`src/rtl/core/smcp_pkg.sv`:
```
// Package for the serial motor command parser: command codes, result type, setpoint conversion.
package smcp_pkg;

  localparam logic [7:0] CMD_GO   = 8'h67;  // 'g'
  localparam logic [7:0] CMD_STOP = 8'h73;  // 's'
  localparam logic [7:0] CMD_SYNC = 8'h75;  // 'u'

  localparam int unsigned FRAME_STORE = 5;   // bytes held before the closing byte
  localparam logic [2:0]  LAST_INDEX  = 3'd5;

  typedef struct packed {
    logic [7:0]         tx_byte;
    logic               tx_twice;
    logic               run_flag;
    logic               stop_flag;
    logic               setpoints_valid;
    logic signed [15:0] setpoint_a;
    logic signed [15:0] setpoint_b;
    logic signed [15:0] setpoint_c;
  } result_t;

  // Little-endian sign-magnitude pair to two's complement; negative zero gives 0.
  function automatic logic signed [15:0] sm_to_twos(input logic [7:0] lo, input logic [7:0] hi);
    logic [15:0] raw;
    logic [15:0] mag;
    raw = {hi, lo};
    mag = {1'b0, raw[14:0]};
    if (raw[15]) begin
      sm_to_twos = 16'(16'd0 - mag);
    end else begin
      sm_to_twos = mag;
    end
  endfunction

endpackage

```
`src/rtl/core/serial_motor_command_parser.sv`:
```
// Serial motor command parser: byte echo, run/stop flags, setpoint frame assembly.
//
// Usage:
//   Input channel (in_valid/in_ready, rx_byte) carries one received host byte per
//   transaction. Output channel (out_valid/out_ready) carries one result per byte:
//   the echo (tx_byte), tx_twice for a sync 'u', the run and stop flags after the
//   byte, setpoints_valid when the byte closed a six-byte frame, and the three
//   held setpoints in two's complement.
//   'g' sets run / clears stop, 's' sets stop / clears run, 'u' restarts the frame.
//   Any other byte is a frame byte; the sixth one loads all three setpoints.
//   Result: registered into the output register, or into the skid entry while a result
//   waits. Throughput: one byte per cycle while out_ready drains the buffer, with the
//   combinational decode and setpoint update between state and output registers.
//   Stall: a two-entry output buffer (output register plus skid) lets one more
//   byte in while a result waits; in_ready drops only once the skid is full.
//   Reset: flags, frame index and setpoints clear to zero; output buffer empties.
//   Frame byte storage is not reset: a frame only reads bytes written in it.
module serial_motor_command_parser (
  input  logic               clk,
  input  logic               rst,
  input  logic               in_valid,
  output logic               in_ready,
  input  logic [7:0]         rx_byte,
  output logic               out_valid,
  input  logic               out_ready,
  output logic [7:0]         tx_byte,
  output logic               tx_twice,
  output logic               run_flag,
  output logic               stop_flag,
  output logic               setpoints_valid,
  output logic signed [15:0] setpoint_a,
  output logic signed [15:0] setpoint_b,
  output logic signed [15:0] setpoint_c
);
  import smcp_pkg::*;

  // Parser state
  logic               run_reg;
  logic               stop_reg;
  logic [2:0]         byte_index;
  logic [7:0]         frame_bytes [FRAME_STORE];
  logic signed [15:0] setpoint_regs [3];

  logic               run_next;
  logic               stop_next;
  logic [2:0]         byte_index_next;
  logic               store_byte;
  logic               frame_done;
  logic signed [15:0] sp_next [3];

  // Output buffer: main result register plus skid entry
  result_t res_next;
  result_t out_data;
  result_t skid_data;
  logic    skid_valid;
  logic    in_fire;
  logic    out_free;

  assign in_ready = !skid_valid;
  assign in_fire  = in_valid && in_ready;
  assign out_free = !out_valid || out_ready;

  // Byte decode: commands take priority over frame collection
  always_comb begin
    run_next        = run_reg;
    stop_next       = stop_reg;
    byte_index_next = byte_index;
    store_byte      = 1'b0;
    frame_done      = 1'b0;
    priority if (rx_byte == CMD_GO) begin
      run_next  = 1'b1;
      stop_next = 1'b0;
    end else if (rx_byte == CMD_STOP) begin
      run_next  = 1'b0;
      stop_next = 1'b1;
    end else if (rx_byte == CMD_SYNC) begin
      byte_index_next = 3'd0;
    end else if (byte_index >= LAST_INDEX) begin
      frame_done      = 1'b1;
      byte_index_next = 3'd0;
    end else begin
      store_byte      = 1'b1;
      byte_index_next = byte_index + 3'd1;
    end
  end

  // Setpoint conversion for a closing byte; otherwise hold
  always_comb begin
    if (frame_done) begin
      sp_next[0] = sm_to_twos(frame_bytes[0], frame_bytes[1]);
      sp_next[1] = sm_to_twos(frame_bytes[2], frame_bytes[3]);
      sp_next[2] = sm_to_twos(frame_bytes[4], rx_byte);
    end else begin
      sp_next[0] = setpoint_regs[0];
      sp_next[1] = setpoint_regs[1];
      sp_next[2] = setpoint_regs[2];
    end
  end

  always_comb begin
    res_next.tx_byte         = rx_byte;
    res_next.tx_twice        = (rx_byte == CMD_SYNC);
    res_next.run_flag        = run_next;
    res_next.stop_flag       = stop_next;
    res_next.setpoints_valid = frame_done;
    res_next.setpoint_a      = sp_next[0];
    res_next.setpoint_b      = sp_next[1];
    res_next.setpoint_c      = sp_next[2];
  end

  // Control state
  always_ff @(posedge clk) begin
    if (rst) begin
      run_reg          <= 1'b0;
      stop_reg         <= 1'b0;
      byte_index       <= 3'd0;
      setpoint_regs[0] <= '0;
      setpoint_regs[1] <= '0;
      setpoint_regs[2] <= '0;
    end else if (in_fire) begin
      run_reg          <= run_next;
      stop_reg         <= stop_next;
      byte_index       <= byte_index_next;
      setpoint_regs[0] <= sp_next[0];
      setpoint_regs[1] <= sp_next[1];
      setpoint_regs[2] <= sp_next[2];
    end
  end

  // Frame byte store, no reset
  always_ff @(posedge clk) begin
    if (in_fire && store_byte) begin
      frame_bytes[byte_index] <= rx_byte;
    end
  end

  // Output buffer control; skid is empty whenever a transaction comes in
  always_ff @(posedge clk) begin
    if (rst) begin
      out_valid  <= 1'b0;
      skid_valid <= 1'b0;
    end else if (in_fire) begin
      if (out_free) begin
        out_valid <= 1'b1;
      end else begin
        skid_valid <= 1'b1;
      end
    end else if (out_free) begin
      out_valid  <= skid_valid;
      skid_valid <= 1'b0;
    end
  end

  always_ff @(posedge clk) begin
    if (in_fire) begin
      if (out_free) begin
        out_data <= res_next;
      end else begin
        skid_data <= res_next;
      end
    end else if (out_free && skid_valid) begin
      out_data <= skid_data;
    end
  end

  assign tx_byte         = out_data.tx_byte;
  assign tx_twice        = out_data.tx_twice;
  assign run_flag        = out_data.run_flag;
  assign stop_flag       = out_data.stop_flag;
  assign setpoints_valid = out_data.setpoints_valid;
  assign setpoint_a      = out_data.setpoint_a;
  assign setpoint_b      = out_data.setpoint_b;
  assign setpoint_c      = out_data.setpoint_c;

  // Checks
  a_skid_behind_out: assert property (@(posedge clk) disable iff (rst)
    skid_valid |-> out_valid) else $error("skid holds data while output register empty");

  a_index_range: assert property (@(posedge clk) disable iff (rst)
    byte_index <= LAST_INDEX) else $error("frame index out of range");

  a_flags_exclusive: assert property (@(posedge clk) disable iff (rst)
    !(run_reg && stop_reg)) else $error("run and stop both set");

  a_sync_restarts: assert property (@(posedge clk) disable iff (rst)
    (in_fire && rx_byte == CMD_SYNC) |=> (byte_index == 3'd0))
    else $error("sync byte did not restart frame");

  a_frame_reloads: assert property (@(posedge clk) disable iff (rst)
    (in_fire && frame_done) |=> (byte_index == 3'd0))
    else $error("frame completion did not restart index");

endmodule

```
`config.mk`:
```
export PLATFORM = sky130hd
export DESIGN_NAME = serial_motor_command_parser
export DESIGN_NICKNAME = d
export VERILOG_FILES = /design/src/rtl/core/smcp_pkg.sv /design/src/rtl/core/serial_motor_command_parser.sv
export SDC_FILE = /design/constraint.sdc
export NUM_CORES = 1
export LEC_CHECK = 0
export BUFFER_PORTS_ARGS = -buffer_cell sky130_fd_sc_hd__buf_2
export CAP_MARGIN = 25
export CORE_UTILIZATION = 60
export DETAILED_ROUTE_END_ITERATION = 10
export GPL_TIMING_DRIVEN = 0
export HOLD_SLACK_MARGIN = 0.03
export PLACE_DENSITY = 0.9
export SLEW_MARGIN = 5
export SYNTH_ARGS = -nofsm -noshare
export SYNTH_HDL_FRONTEND = slang
export SYNTH_SLANG_ARGS = --single-unit
```
`constraint.sdc`:
```
create_clock -name clk -period 4.6 [get_ports clk]
set_input_delay 0.69 -clock clk [delete_from_list [all_inputs] [get_ports clk]]
set_output_delay 0.69 -clock clk [all_outputs]
set_load 0.03 [all_outputs]
```
==> summary.md, run 1 <==
| Metric | Value |
|---|---|
| Status | `finished clean` |
| CTS Buf Count | `21` |
| Max IR drop VDD | `269 uV` |
| Max Slew Vio Count | `0` |
| Slew margin rel. | `0.338` |
| CTS tree | `built` |
| Main synth FF type | `edfxtp_1` |
| FF+latch count, synth | `215` |
| Initial Utilization | `0.613` |
| Dpl hpwl | `12400 um` |
| IO Pins | `74` |
| Final Instance Area | `0.0105 mm2` |
| Crit. End Element | `register` |
| FP Rows | `45` |
| RSZ-0062 raised after global routing | `no` |
| First-pass GRT wire length | `29900 um` |
| Top Registers | `skid_data (60), setpoint_regs (48), frame_bytes (40)` |
| Largest area contributor in the netlist | `edfxtp_1` |
| Number of max-cap violations | `0` |
| # setup viols final | `0` |
| Top post-synthesis cells by count | `208 x edfxtp_1, 80 x nand2_1, 78 x nor2_1` |
| Hold buffers post-CTS | `0` |
| Pwr dens | `411 mW/mm2` |
| Final Power | `4340 uW` |
| Leak pwr | `0.00399 uW` |
| Die area | `0.0160 mm2` |
| Largest net degree at the start of global routing | `61` |
| Synth top area share | `0.673` |
| Post-CTS Resized | `0` |
| Share of flip-flops with an asynchronous set or reset | `0` |
| Initial antenna violation count | `0` |
| Largest cells by area after synthesis | `edfxtp_1 67%, mux2i_1 4.0%, nand2_1 3.2%` |
| Post-synthesis xor/xnor area fraction | `0.0368` |
| Library cells used by synthesis | `49` |
| Synth-to-layout area growth | `13.6%` |
| Register area | `0.00639 mm2` |
| IO Port Bufs | `72` |
| Worst hold path class | `register to register` |
| Routability congestion estimate from global placement | `0.907` |
| Number of flip-flops in the largest register | `60` |
| Hold WS | `0.490 ns` |
| Die height | `126 um` |
| Routed Antenna Nets | `0` |
| Core area | `0.0151 mm2` |
| Compound-gate portion of the synthesized area | `0.0785` |
| CTS root buffer | `clkbuf_16` |
| Layout cells sized above 1 | `0.146` |
| Number of global-route vias before repair | `5988` |
| Synth Area in Adders | `0.00808` |
| Fin. Hold Viols | `0` |
| Clock skew | `0.00734 ns` |
| Routed len/inst | `18.3 um` |
| Vias per inst | `5.87` |
| Syn avg cell area | `12.7 um2` |
| Final Net Count | `849` |
| Latest clock arrival within the worst-skew pair | `0.49 ns` |
| CP Class | `register to register` |
| Reg clk slew, reported paths | `0.06 ns` |
| Critical path arrival | `3.11 ns` |
| GR Util All Layers | `0.241` |
| Simple-gate share of the synthesized area | `0.106` |
| Register area share after synthesis | `0.688` |
| Most common cell in the synthesized netlist | `edfxtp_1` |
| Chip width | `126 um` |
| Ant diodes | `0` |
| Top reg by flops | `skid_data` |
| Final period demand of the worst path | `3.01 ns` |
| Fmax | `333 MHz` |
| Startpoint Class | `register` |
| Global route overflow | `0` |
| Clock buffer depth | `3` |
| Placed cell area | `0.00995 mm2` |
| Clock Sinks | `215` |
| Synth Net Count | `748` |
| Fillers | `988` |
| Yosys warns | `0` |
| Largest family of logic cells by synthesized area | `simple AND/OR/NAND/NOR gates` |
| DR pass1 iterations | `5` |
| Mux contribution to synthesized area | `0.0426` |
| Htree depth | `1` |
| Worst-path maximum fanout | `10` |
| DR iter-0 viols | `535` |
| DR DRC count | `0` |
| Cell count after synthesis | `730` |
| Number of synthesized flops with an enable pin | `208` |
| Worst path required time | `4.70 ns` |
| Area taken by multi-input logic gates | `0.00255 mm2` |
| Routed WL | `18900 um` |
| Setup Fix Bufs, Post-CTS | `0` |
| Slew of the pin with the lowest slew margin | `0.986 ns` |
| Vias | `6059` |
| Period utilisation layout | `0.653` |
| Mapped Area | `0.00929 mm2` |
==> cells by family after synthesis <==
logic type / count (synthesis)
simple gates: 221
flops: 215
mux: 39
buf+inv: 93
fa+ha+maj: 6
xor+xnor: 39
compound gates: 117
==> layout make-up <==
cell class,instances,share of cell area
flip-flops and latches,215,0.605
multi-input cells,422,0.242
clock buffers,26,0.0516
repair buffers,78,0.0399
well taps,188,0.0223
inverters,57,0.0203
plain buffers,36,0.0151
clock inverters,10,0.00391
==> layer usage <==
metal,vias to the layer above,part of all wire,GRT usage
li1,2842,-,-
met1,2838,0.38,0.295
met2,307,0.50,0.422
met3,72,0.081,0.0363
met4,0,0.041,0.116
met5,-,0,0
==> report_power, final <==
| part | total (uW) | internal, uW | switching, uW |
|---|---|---|---|
| clock | 1510 | 834 | 673 |
| sequential | 2340 | 2300 | 41.3 |
| combinational | 488 | 128 | 360 |
==> critical path: stages, from the launching register on <==
cell and delay, ns:
dfxtp_1 0.34, inv_1 0.08, nand2_1 0.18, inv_1 0.17, clkbuf_1 0.42, o21ai_0 0.29
or2_2 0.38, nor3_1 0.76
==> cells in the final DEF, fill, tap and decap left out, types with 8 or more instances in the layout <==
cell type | Yosys | routed
edfxtp_1 | 208 | 208
clkbuf_16 | 0 | 21
o31ai_1 | 14 | 14
buf_2 | 4 | 79
xnor2_1 | 32 | 32
a21oi_1 | 14 | 14
nor3_1 | 21 | 21
inv_1 | 56 | 56
nor2_1 | 78 | 77
clkbuf_1 | 25 | 30
mux2i_1 | 37 | 37
nand2_1 | 80 | 80
a211oi_1 | 8 | 8
o21ai_0 | 52 | 52
or3_1 | 10 | 10
==> metrics by stage <==
step	utilization	TNS, ns	worst slack (ns)	instances
6_report	0.696	0	1.59	1032
5_1_grt	0.696	0	1.44	1032
4_1_cts	0.695	0	1.54	1029
3_5_place_dp	0.657	0	1.17	993
3_3_place_gp	0.653	-20.46	-0.302	990
2_1_floorplan	-	0	0.847	730
==> final timing paths <==
kind	cells after the start	slack (ns)	startpoint	endpoint
hold / removal	2	0.49	run_reg$_SDFFE_PP0P_	run_reg$_SDFFE_PP0P_
setup reg to reg	7	1.59	skid_valid$_SDFFE_PP0P_	frame_bytes[0][7]$_DFFE_PP_
setup / recovery	7	1.59	skid_valid$_SDFFE_PP0P_	frame_bytes[0][7]$_DFFE_PP_
hold reg to reg	2	0.49	run_reg$_SDFFE_PP0P_	run_reg$_SDFFE_PP0P_
(Power assumes the default switching activity.)
==> inputs of run 2 (changes only) <==
--- a/config.mk
+++ b/config.mk
@@ -5,13 +5,14 @@
 export SDC_FILE = /design/constraint.sdc
 export NUM_CORES = 1
 export LEC_CHECK = 0
+export ABC_AREA = 1
 export BUFFER_PORTS_ARGS = -buffer_cell sky130_fd_sc_hd__buf_2
 export CAP_MARGIN = 25
-export CORE_UTILIZATION = 60
+export CORE_UTILIZATION = 54
 export DETAILED_ROUTE_END_ITERATION = 10
 export GPL_TIMING_DRIVEN = 0
 export HOLD_SLACK_MARGIN = 0.03
-export PLACE_DENSITY = 0.9
+export PLACE_DENSITY = 0.86
 export SLEW_MARGIN = 5
 export SYNTH_ARGS = -nofsm -noshare
 export SYNTH_HDL_FRONTEND = slang
==> constraint.sdc (replaced) <==
create_clock -name clk -period 2.53 [get_ports clk]
set_input_delay 0.3795 -clock clk [delete_from_list [all_inputs] [get_ports clk]]
set_output_delay 0.3795 -clock clk [all_outputs]
set_load 0.03 [all_outputs]
==> summary.md, run 2 <==
| Metric | Value |
|---|---|
| Number of synthesized flops with an enable pin | `208` |
| GR Util All Layers | `0.238` |
| Final Net Count | `1052` |
| Worst stage delay on the critical path | `0.58 ns` |
| Status | `finished clean` |
| Number of max-cap violations | `0` |
| Pwr dens | `794 mW/mm2` |
| Commonest non-fill, non-tap cell in the layout | `nand2_1` |
| Synth Area in Adders | `0.00783` |
| Clock skew | `0.00828 ns` |
| Reg2reg start | `skid_valid$_SDFFE_PP0P_` |
| Post-synthesis xor/xnor area fraction | `0.0146` |
| DR DRC count | `0` |
| IO Pins | `74` |
| WP buf/inv | `3` |
| Post-place setup slack | `-0.330 ns` |
| Initial Utilization | `0.554` |
| Vias per inst | `5.46` |
| Met1 wire length | `8690 um` |
| Library cells used by synthesis | `33` |
| Largest area contributor in the netlist | `edfxtp_1` |
| Fillers | `1291` |
| Htree depth | `1` |
| Synth top area share | `0.651` |
| Syn avg cell area | `10.3 um2` |
| Slew of the pin with the lowest slew margin | `0.724 ns` |
| Layout cells sized above 1 | `0.126` |
| Die area | `0.0183 mm2` |
| Final Power | `8810 uW` |
| Top Family by Delay on Critical Path | `buffers and inverters` |
| Worst path required time | `2.72 ns` |
| Initial antenna violation count | `0` |
| CTS tree | `built` |
| Largest family of logic cells by synthesized area | `simple AND/OR/NAND/NOR gates` |
| R2R Setup Slk | `0.15 ns` |
| DR pass1 iterations | `6` |
| Critical path arrival | `2.57 ns` |
| Number of placed cells counting well taps | `1235` |
| Global route overflow | `0` |
| Top Registers | `skid_data (60), setpoint_regs (48), frame_bytes (40)` |
| Vias | `6951` |
| Crit. End Element | `register` |
| Startpoint Class | `register` |
| Core area | `0.0173 mm2` |
| Reg clk slew, reported paths | `0.06 ns` |
| Die height | `135 um` |
| Most common cell in the synthesized netlist | `nand2_1` |
| CTS Buf Count | `22` |
| Chip width | `135 um` |
| Routability congestion estimate from global placement | `0.894` |
| RSZ-0062 raised after global routing | `no` |
| DR WL met3 | `1730 um` |
| Synth Net Count | `951` |
| Fin. Hold Viols | `0` |
| Mux contribution to synthesized area | `0` |
| Critical path depth | `5` |
| Slew margin rel. | `0.518` |
| Max IR drop VDD | `423 uV` |
| Leak pwr | `0.00473 uW` |
| Ant diodes | `0` |
| Yosys warns | `0` |
| Period utilisation layout | `0.941` |
| Number of global-route vias before repair | `6656` |
| Fmax | `420 MHz` |
| FF+latch count, synth | `215` |
| Clock buffer depth | `3` |
| Final core utilization | `0.642` |
| First-pass GRT wire length | `33400 um` |
| Reg-to-Reg End | `skid_data[5]$_DFFE_PP_` |
| Worst hold path class | `input port to register` |
| CP startpoint | `skid_valid$_SDFFE_PP0P_` |
| Dpl hpwl | `14600 um` |
| Synth-to-layout area growth | `15.8%` |
| Share of flip-flops with an asynchronous set or reset | `0` |
| Mapped Area | `0.00959 mm2` |
| Latest clock arrival within the worst-skew pair | `0.50 ns` |
| Highest Signal Layer | `met4` |
| Top post-synthesis cells by count | `274 x nand2_1, 208 x edfxtp_1, 100 x inv_1` |
| CP max-delay cell | `ha_4` |
| Crit-path cells | `nor2_1 -> buf_2 -> buf_1 -> ha_4 -> buf_12` |
| Non-Filler Instances | `1274` |
| Routed Antenna Nets | `0` |
| Most frequent cells in the layout | `273 x nand2_1, 208 x edfxtp_1, 100 x inv_1, 92 x nor2_1, 80 x buf_2` |
| DR iter-0 viols | `717` |
| Compound-gate portion of the synthesized area | `0.0511` |
| Routed len/inst | `16.7 um` |
| Number of flip-flops in the largest register | `60` |
| IO Port Bufs | `72` |
| Cell count after synthesis | `933` |
| FP Rows | `48` |
| Clock Sinks | `215` |
| Register area share after synthesis | `0.666` |
| # setup viols final | `0` |
| Worst-path maximum fanout | `31` |
| WL met2 | `10300 um` |
| Max Slew Vio Count | `0` |
| Cells on worst reg2reg path | `5` |
| Routed WL | `21300 um` |
| CTS root buffer | `clkbuf_16` |
| Largest net degree at the start of global routing | `61` |
| Setup WS post-layout | `0.149 ns` |
| Final period demand of the worst path | `2.38 ns` |
| Top reg by flops | `skid_data` |
| Largest cells by area after synthesis | `edfxtp_1 65%, nand2_1 11%, inv_1 3.9%` |
| Main synth FF type | `edfxtp_1` |
| Worst setup path endpoint | `skid_data[5]$_DFFE_PP_` |
| CP Class | `register to register` |
| Simple-gate share of the synthesized area | `0.202` |
==> run 2: changes by cell type in the layout (fill, tap and decap cells not counted), sizes merged, moves of 14 or more <==
cell   change
inv       +46
mux2i     -38
nand2    +195
nand3     +66
nor2      +17
nor3      -17
o21ai     +15
o31ai     -14
xnor2     -30
==> run 2: layout make-up <==
cell class,instances,area [um2],area share
clock buffer,26,587,0.0529
multi-input combinational,582,2680,0.241
sequential,215,6390,0.575
clock inverter,13,160,0.0144
buffer,32,165,0.0149
timing repair buffer,78,458,0.0412
inverter,103,389,0.0350
tap,225,282,0.0254
==> run 2: worst min path at each step <==
| stage | slack, ns | cells after the start | to | start |
|---|---|---|---|---|
| floorplan | 0.43 | 2 | run_reg$_SDFFE_PP0P_ | run_reg$_SDFFE_PP0P_ |
| global placement | 0.45 | 2 | run_reg$_SDFFE_PP0P_ | run_reg$_SDFFE_PP0P_ |
| detailed placement | 0.47 | 2 | run_reg$_SDFFE_PP0P_ | run_reg$_SDFFE_PP0P_ |
| CTS | 0.19 | 1 | frame_bytes[0][7]$_DFFE_PP_ | rx_byte[7] |
| global route | 0.19 | 1 | frame_bytes[1][7]$_DFFE_PP_ | rx_byte[7] |
| finish | 0.19 | 1 | frame_bytes[4][7]$_DFFE_PP_ | rx_byte[7] |
==> run 2: logic make-up (layout without fill, tap and decap cells) <==
group,Yosys count,in the layout
adder cells (fa/ha/maj),6,6
AO/OA/AOI/OAI,93,93
flip-flops,215,215
AND/OR/NAND/NOR,467,467
buffers and inverters,136,252
XOR/XNOR,16,16
==> run 2: where the power goes <==
group	internal, uW	leakage [uW]	switching (uW)	total, uW
Sequential	4250	0.00210	81.8	4330
Combinational	289	0.00227	834	1120
Clock	2050	0.000363	1300	3360
==> run 2: what timing repair did <==
action	in CTS	in global routing
setup endpoints to repair	0	98
buffers inserted	0	1
gates resized for setup	0	1
endpoints found under the hold margin	0	0
hold buffers	0	0
==> run 2: metal layers <==
metal,up-vias,GRT usage
met5,-,0
met2,338,0.391
met3,53,0.0393
met1,3246,0.322
li1,3314,-
met4,0,0.0836
==> run 2: stage by stage <==
stage | hold WS, ns | setup TNS, ns | instance area [um2]
6_report | 0.195 | 0 | 11100
5_1_grt | 0.193 | 0 | 11100
3_3_place_gp | 0.448 | -67.52 | 10200
2_1_floorplan | 0.435 | 0 | 9610
3_5_place_dp | 0.466 | -21.17 | 10300
4_1_cts | 0.188 | 0 | 11100
==> run 2: worst reg2reg max path: cells and delay by family, from the launching register on <==
kind          cells  cell delay (ns)
simple gates      1             0.16
fa+ha+maj         1             0.58
buf+inv           3             1.02
flops             1             0.31
